===== config.mk =====
export PLATFORM = sky130hd
export DESIGN_NAME = vna_norm
export DESIGN_NICKNAME = d
export VERILOG_FILES = /design/src/rtl/vna_pkg.sv /design/src/rtl/vna_norm.sv
export SDC_FILE = /design/constraint.sdc
export NUM_CORES = 2
export LEC_CHECK = 0
export BUFFER_PORTS_ARGS = -buffer_cell sky130_fd_sc_hd__buf_2
export CAP_MARGIN = 25
export CORE_UTILIZATION = 60
export DETAILED_ROUTE_END_ITERATION = 10
export GPL_TIMING_DRIVEN = 0
export HOLD_SLACK_MARGIN = 0.03
export PLACE_DENSITY = 0.78
export SLEW_MARGIN = 20
export SYNTH_ARGS = -nofsm -noshare
export SYNTH_HDL_FRONTEND = slang
export SYNTH_SLANG_ARGS = --single-unit

===== constraint.sdc =====
create_clock -name clk -period 9.8 [get_ports clk]
set_clock_uncertainty 0.1 [all_clocks]
set_input_delay 1.96 -clock clk [delete_from_list [all_inputs] [get_ports clk]]
set_output_delay 1.96 -clock clk [all_outputs]
set_load 0.01 [all_outputs]

===== src/rtl/vna_pkg.sv =====
package vna_pkg;

  localparam int NUM_VERT = 1024;
  localparam int VIDX_W   = $clog2(NUM_VERT);
  localparam int IDX_W    = 10;   // index field width on the ports
  localparam int POS_W    = 16;
  localparam int NRM_W    = 16;
  localparam int WORD_W   = 3 * 16;
  localparam int VEC_W    = 35;   // cross product / sum operand width
  localparam int UNIT_Q14 = 16384;

  localparam logic [1:0] ACT_LOAD = 2'd0;
  localparam logic [1:0] ACT_TRI  = 2'd1;
  localparam logic [1:0] ACT_READ = 2'd2;

  typedef enum logic [3:0] {
    T_IDLE, T_RDOUT, T_PA, T_PB, T_PC, T_PD, T_CROSS, T_FSTART, T_FWAIT,
    T_CRD, T_CSUM, T_CWAIT, T_CEMIT
  } top_state_t;

  typedef enum logic [2:0] {
    N_IDLE, N_SHIFT, N_SQ, N_SQRT, N_DINIT, N_DIV, N_DONE
  } norm_state_t;

  typedef struct packed {
    logic                    start;
    logic signed [VEC_W-1:0] x;
    logic signed [VEC_W-1:0] y;
    logic signed [VEC_W-1:0] z;
  } norm_req_t;

  typedef struct packed {
    logic                    done;
    logic                    zero;
    logic signed [NRM_W-1:0] x;
    logic signed [NRM_W-1:0] y;
    logic signed [NRM_W-1:0] z;
  } norm_rsp_t;

endpackage


===== src/rtl/vna_norm.sv =====
module vna_norm (
  input  logic                clk,
  input  logic                rst_n,
  input  vna_pkg::norm_req_t  req,
  output vna_pkg::norm_rsp_t  rsp
);
  vna_pkg::norm_state_t state_r, state_nxt;

  logic [34:0] mag_r [3];
  logic        neg_r [3];
  logic        zero_r;
  logic [61:0] sum_r;      // sum of squares, then radicand remainder
  logic [62:0] res_r;
  logic [62:0] bit_r;
  logic [3:0]  cnt_r;
  logic [31:0] rq_r  [3];
  logic [14:0] lo_r  [3];
  logic [14:0] q_r   [3];

  logic [34:0] mx;
  logic [2:0]  sh;
  logic [29:0] sq_in;
  logic [59:0] sq;
  logic [63:0] trial;
  logic        ge;
  logic [32:0] den;

  always_comb begin
    mx = mag_r[0];
    if (mag_r[1] > mx) mx = mag_r[1];
    if (mag_r[2] > mx) mx = mag_r[2];
    priority if (mx[34]) sh = 3'd5;
    else if (mx[33])     sh = 3'd4;
    else if (mx[32])     sh = 3'd3;
    else if (mx[31])     sh = 3'd2;
    else if (mx[30])     sh = 3'd1;
    else                 sh = 3'd0;
    sq_in = mag_r[cnt_r[1:0]][29:0];
    sq    = sq_in * sq_in;
    trial = {1'b0, res_r} + {1'b0, bit_r};
    ge    = {2'b00, sum_r} >= trial;
    den   = {1'b0, res_r[30:0], 1'b0};
  end

  always_comb begin
    state_nxt = state_r;
    unique case (state_r)
      vna_pkg::N_IDLE:  if (req.start) state_nxt = vna_pkg::N_SHIFT;
      vna_pkg::N_SHIFT: state_nxt = (mx == '0) ? vna_pkg::N_DONE : vna_pkg::N_SQ;
      vna_pkg::N_SQ:    if (cnt_r == 4'd2) state_nxt = vna_pkg::N_SQRT;
      vna_pkg::N_SQRT:  if (bit_r[0]) state_nxt = vna_pkg::N_DINIT;
      vna_pkg::N_DINIT: state_nxt = vna_pkg::N_DIV;
      vna_pkg::N_DIV:   if (cnt_r == 4'd14) state_nxt = vna_pkg::N_DONE;
      vna_pkg::N_DONE:  state_nxt = vna_pkg::N_IDLE;
      default:          state_nxt = vna_pkg::N_IDLE;
    endcase
  end

  always_ff @(posedge clk) begin
    if (!rst_n) begin
      state_r <= vna_pkg::N_IDLE;
    end else begin
      state_r <= state_nxt;
    end
  end

  always_ff @(posedge clk) begin
    logic [45:0] num;
    logic [32:0] t;
    unique case (state_r)
      vna_pkg::N_IDLE: if (req.start) begin
        neg_r[0] <= req.x[34];
        neg_r[1] <= req.y[34];
        neg_r[2] <= req.z[34];
        mag_r[0] <= req.x[34] ? 35'(-req.x) : 35'(req.x);
        mag_r[1] <= req.y[34] ? 35'(-req.y) : 35'(req.y);
        mag_r[2] <= req.z[34] ? 35'(-req.z) : 35'(req.z);
      end
      vna_pkg::N_SHIFT: begin
        zero_r <= (mx == '0);
        for (int i = 0; i < 3; i++) begin
          mag_r[i] <= mag_r[i] >> sh;
          q_r[i]   <= '0;
        end
        sum_r <= '0;
        cnt_r <= '0;
        res_r <= '0;
        bit_r <= 63'(1) << 62;
      end
      vna_pkg::N_SQ: begin
        sum_r <= sum_r + 62'(sq);
        cnt_r <= cnt_r + 4'd1;
      end
      vna_pkg::N_SQRT: begin
        if (ge) begin
          sum_r <= 62'(64'(sum_r) - trial);
          res_r <= (res_r >> 1) + bit_r;
        end else begin
          res_r <= res_r >> 1;
        end
        bit_r <= bit_r >> 2;
      end
      vna_pkg::N_DINIT: begin
        for (int i = 0; i < 3; i++) begin
          num = {1'b0, mag_r[i][29:0], 15'b0} + 46'(res_r[30:0]);
          rq_r[i] <= 32'(num[45:15]);
          lo_r[i] <= num[14:0];
        end
        cnt_r <= '0;
      end
      vna_pkg::N_DIV: begin
        for (int i = 0; i < 3; i++) begin
          t = {rq_r[i], lo_r[i][14]};
          if (t >= den) begin
            rq_r[i] <= 32'(t - den);
            q_r[i]  <= {q_r[i][13:0], 1'b1};
          end else begin
            rq_r[i] <= t[31:0];
            q_r[i]  <= {q_r[i][13:0], 1'b0};
          end
          lo_r[i] <= {lo_r[i][13:0], 1'b0};
        end
        cnt_r <= cnt_r + 4'd1;
      end
      default: ;
    endcase
  end

  always_comb begin
    rsp.done = (state_r == vna_pkg::N_DONE);
    rsp.zero = zero_r;
    rsp.x    = neg_r[0] ? 16'(-{1'b0, q_r[0]}) : {1'b0, q_r[0]};
    rsp.y    = neg_r[1] ? 16'(-{1'b0, q_r[1]}) : {1'b0, q_r[1]};
    rsp.z    = neg_r[2] ? 16'(-{1'b0, q_r[2]}) : {1'b0, q_r[2]};
  end
endmodule


Yosys cells after proc, flatten, opt, wreduce, memory -nomap -nowiden

Memory sizes are Yosys's and may differ from the RTL's. A register that Yosys moved wholly into a read port is not among the register bits.
Cells that the tools add are included.

Multipliers: 1
Add/sub/neg operators: 17
Mux-type cells: 71
Order comparisons: 6
Bitwise operators: 18
Equality and inequality tests: 13
Shift-type cells: 3
Reduce and logical (&&, ||, !) cells: 9

Operators with widths:

| cell                                | count |
|---|---|
| two-way mux 35 bit                  | 8 |
| one-hot mux 63 bit (2 select lines) | 2 |
| two-way mux 32 bit                  | 6 |
| one-hot mux 62 bit (3 select lines) | 1 |
| adder 45 x 31 -> 46 bit             | 3 |
| two-way mux 15 bit                  | 9 |
| negator 35 bit                      | 3 |
| right shift 35 x 3 -> 35 bit        | 3 |
| >= comparator 33 x 32 -> 1 bit      | 3 |
| subtractor 32 bit                   | 3 |
| greater-than comparator 35 bit      | 2 |
| adder 63 x 63 -> 64 bit             | 1 |
| >= comparator 62 x 64 -> 1 bit      | 1 |
| adder 62 x 63 -> 63 bit             | 1 |
| two-way mux 63 bit                  | 1 |
| adder 62 x 60 -> 62 bit             | 1 |
| two-way mux 62 bit                  | 1 |
| subtractor 62 bit                   | 1 |
| multiplier 30 x 30 -> 60 bit        | 1 |
| two-way mux 16 bit                  | 3 |
| negator 15 -> 16 bit                | 3 |
| zero test 35 bit                    | 1 |
| two-way mux 1 bit                   | 28 |
| two-way mux 3 bit                   | 7 |
| 17 further kinds                    | 45 |

Bits of input ports: 108
Memories kept: 5
Output and inout bits: 50
Memory bits (writable): 294
Logic and storage cells: 149
Flip-flop bits (word level): 196

Memory list:

| name  | depth | width | rd ports | clocked after Yosys merged registers in | write ports | line           | source |
|---|---|---|---|---|---|---|---|
| mag_r | 3     | 35    | 4        | 1                                       | 3           | vna_norm.sv:9  | `logic [34:0] mag_r [3];` |
| rq_r  | 3     | 32    | 3        | 0                                       | 3           | vna_norm.sv:16 | `logic [31:0] rq_r [3];` |
| lo_r  | 3     | 15    | 3        | 0                                       | 3           | vna_norm.sv:17 | `logic [14:0] lo_r [3];` |
| q_r   | 3     | 15    | 3        | 0                                       | 3           | vna_norm.sv:18 | `logic [14:0] q_r [3];` |
| neg_r | 3     | 1     | 3        | 0                                       | 3           | vna_norm.sv:10 | `logic neg_r [3];` |

Depth between registers and ports, before layout

An unclocked memory read counts as a cell.

Word-level depth: 12
Depth in mapped cells: 36
Gate-level depth less buffers: 32

Least setup slack after synthesis

Ideal clock, no wire load.

Path kind: register to register
Start point: reg with a tool-made name
End point: reg sum_r[35] (data pin)
Arrival: 9.019 ns
Library setup time: 0.271 ns
Stages on the path, launching flop included: 34
Data required time: 9.429 ns
Slack: 0.410 ns
Path buffers: 6
Cells stage by stage: dfxtp_1 > clkbuf_1 > buf_1 > clkbuf_1 > mux2i_1 > o21ai_0 > clkbuf_1 > clkbuf_1 > nand2_1 > fa_1 > fa_1 > fa_1 > fa_1 > fa_1 > inv_1 > fa_1 > inv_1 > fa_1 > fa_1 > inv_1 > ha_1 > clkbuf_1 > a21o_1 > a21o_1 > a21oi_1 > o21ai_0 > o21ai_0 > a21oi_1 > o31ai_1 > a21oi_1 > a41oi_1 > nor3b_1 > a311oi_1 > o22ai_1

RTL lines:

| element                | line           | source |
|---|---|---|
| end signal: assignment | vna_norm.sv:91 | `sum_r <= sum_r + 62'(sq);` |
| end signal: assignment | vna_norm.sv:96 | `sum_r <= 62'(64'(sum_r) - trial);` |
| end: declaration       | vna_norm.sv:12 | `logic [61:0] sum_r;` |

==> flow_summary.json <==
{
  "arrival_ns": 9.95,
  "met3_usage_pct": 11.08,
  "yosysMostFrequentCell": "inv_1",
  "dr.pass1.iters": 7,
  "clock-root-buffer": "clkbuf_16",
  "antenna_found_initial": 11,
  "crit_family": "adder cells",
  "finalSetupViolCount": 0,
  "ys_types": 93,
  "required_ns": 10.04,
  "cp-start-kind": "register",
  "worstPathMaxFanout": 10,
  "die_h_um": 334.3,
  "finalMaxSlewViolations": 0,
  "die_w_um": 334.3,
  "tns_ns": 0,
  "wl_per_cell_um": 25.20,
  "die_area_um2": 111800,
  "end_kind": "register",
  "grt_max_degree": 68,
  "status": "completed",
  "coreArea_um2": 109200,
  "clkSlewWorstSetupHoldPaths_ns": 0.07,
  "syn-num-nets": 8740,
  "io-pin-count": 158,
  "hold_class": "reg -> reg",
  "drt_iter0_drc": 7305,
  "synth_common_cells": "inv_1 (874), fa_1 (765), nand2_1 (718)",
  "fin_crit_sh_pct": 99.10,
  "hold_viol_final": 0,
  "io_buffers": 157,
  "grtUsageTotal_pct": 40.68,
  "routed_wl_um": 229000,
  "crit_buf_inv": 10,
  "synthToLayoutAreaGrowth_pct": 9.089,
  "hpwl_um": 183200,
  "synth_edf_count": 425,
  "cts_max_level": 2,
  "gp_congestion": 1.046,
  "rows": 121,
  "slew_headroom_pct": 23.87,
  "use_met1_pct": 54.46,
  "viasPerCell": 6.492,
  "drc_errors": 0,
  "netlist_area_um2": 66270,
  "numCtsBuffers": 50,
  "ant_nets": 0,
  "postCtsHoldBufs": 0,
  "grt_overflow": 0,
  "ys_top_cells_by_area": "fa_1 (23%), edfxtp_1 (19%), ha_1 (11%)",
  "timing.fmax_ghz": 0.1030,
  "cts_buffer_depth": 3,
  "slowest_delay_ns": 0.56,
  "drive_gt1_share_pct": 7.957,
  "synth_seq_cells": 431,
  "tightest_slew_ns": 1.132,
  "synth_top_area_share_pct": 23.11,
  "yosys.area.top_type": "fa_1",
  "min_period_ns": 9.712,
  "crit_type": "reg -> reg",
  "synthArstFlopShare_pct": 0,
  "grt_pass1_vias": 57990,
  "grt-busiest-layer": "met2",
  "initial_utilization_pct": 60.71,
  "maxCapViolCount": 0,
  "synth_seq_area_share_pct": 19.44,
  "ys_warn_count": 0,
  "ys.flop_type": "edfxtp_1",
  "cpMaxStageDelayCell": "fa_1",
  "grt_pass1_wl_um": 342700,
  "cpMostUsedCell": "fa_1",
  "cts_tree": "done",
  "syn_area_per_cell_um2": 9.098,
  "synthCells": 7284,
  "vias": 58990,
  "clk_latency_ns": 0.63,
  "cts.sinks": 431,
  "nets": 9021,
  "grtUsageMet2_pct": 60.15
}
## sequential cells by signal, indices dropped and copies added, names as in the netlist, named ones only
register and cells:
cnt_r 4, lo_r 15, state_r 3, neg_r 3, rq_r 96, mag_r 105
res_r 63, q_r 45, bit_r 32, sum_r 62, zero_r 1
## kinds of logic after synthesis
logic type	Yosys count	share of synthesized area, %
AOI/OAI and AO/OA	1604	15.43
muxes	264	3.999
DFF	431	19.44
xor gates and xnor gates	506	6.687
buffers and inverters	1189	6.889
adders and majority gates	1348	34.12
and+or+nand+nor	1942	13.43
## metal layers
layer | up-vias | wire [µm]
li1 | 25800 | -
met1 | 28620 | 86820
met2 | 3779 | 97610
met3 | 785 | 30860
met4 | 6 | 13550
met5 | - | 157
## tightest hold or removal path, delay by kind of cell, from the launching register on
kind               cells  cell delay (ns)
AOI/OAI and AO/OA      1             0.06
and+or+nand+nor        1             0.04
DFF                    1             0.32
## repair_timing
action                                  4_1_cts  5_1_grt
cloned                                        0        1
endpoints found under the setup margin       47       25
pin swaps                                     9       16
resized for setup                           221       87
buffers inserted                             23       46
## cell usage in the layout (no fill, tap or decap), types with 92 or more instances in the layout
cell type	count
o22ai_1	119
o21ai_0	301
and3_1	126
a21oi_1	423
mux2i_1	239
ha_1	581
clkbuf_1	155
buf_2	181
a21o_1	150
fa_1	764
nand2_1	716
nor2_1	534
xor2_1	232
edfxtp_1	425
inv_1	865
a31oi_1	92
xnor2_1	274
## worst paths after layout
path | slack [ns] | end | cells after the start | from
max | 0.09 | sum_r[55] | 32 | register
min | 0.43 | lo_r[0][33] | 2 | lo_r[0][32]
max reg2reg | 0.09 | sum_r[55] | 32 | register
min reg2reg | 0.43 | lo_r[0][33] | 2 | lo_r[0][32]
## stage by stage
step	cell area [µm²]	utilization, %	instances	setup slack (ns)	hold WS, ns
finish	72290	66.23	9086	0.08806	0.4282
global route	72280	66.22	9082	-0.02950	0.4524
CTS	71740	65.72	9041	0.002654	0.4336
detailed placement	69330	63.51	8937	-2.787	0.4198
global placement	68900	63.12	8917	-3.698	0.4046
floorplan	66270	-	7284	0.4096	0.3963
## final cells by class
| class | instances | area (µm²) |
|---|---|---|
| flip-flops and latches | 431 | 12880 |
| clock inverters | 25 | 206.4 |
| diodes | 7 | 17.52 |
| fillers | 8841 | 36860 |
| plain buffers | 280 | 1443 |
| inverters | 889 | 3412 |
| clock buffers | 65 | 1369 |
| multi-input cells | 5664 | 49360 |
| repair buffers | 249 | 1749 |
| well taps | 1476 | 1847 |
Power is not shown: default switching activity piles up to over one toggle a cycle in this logic, so the estimate is an artifact.
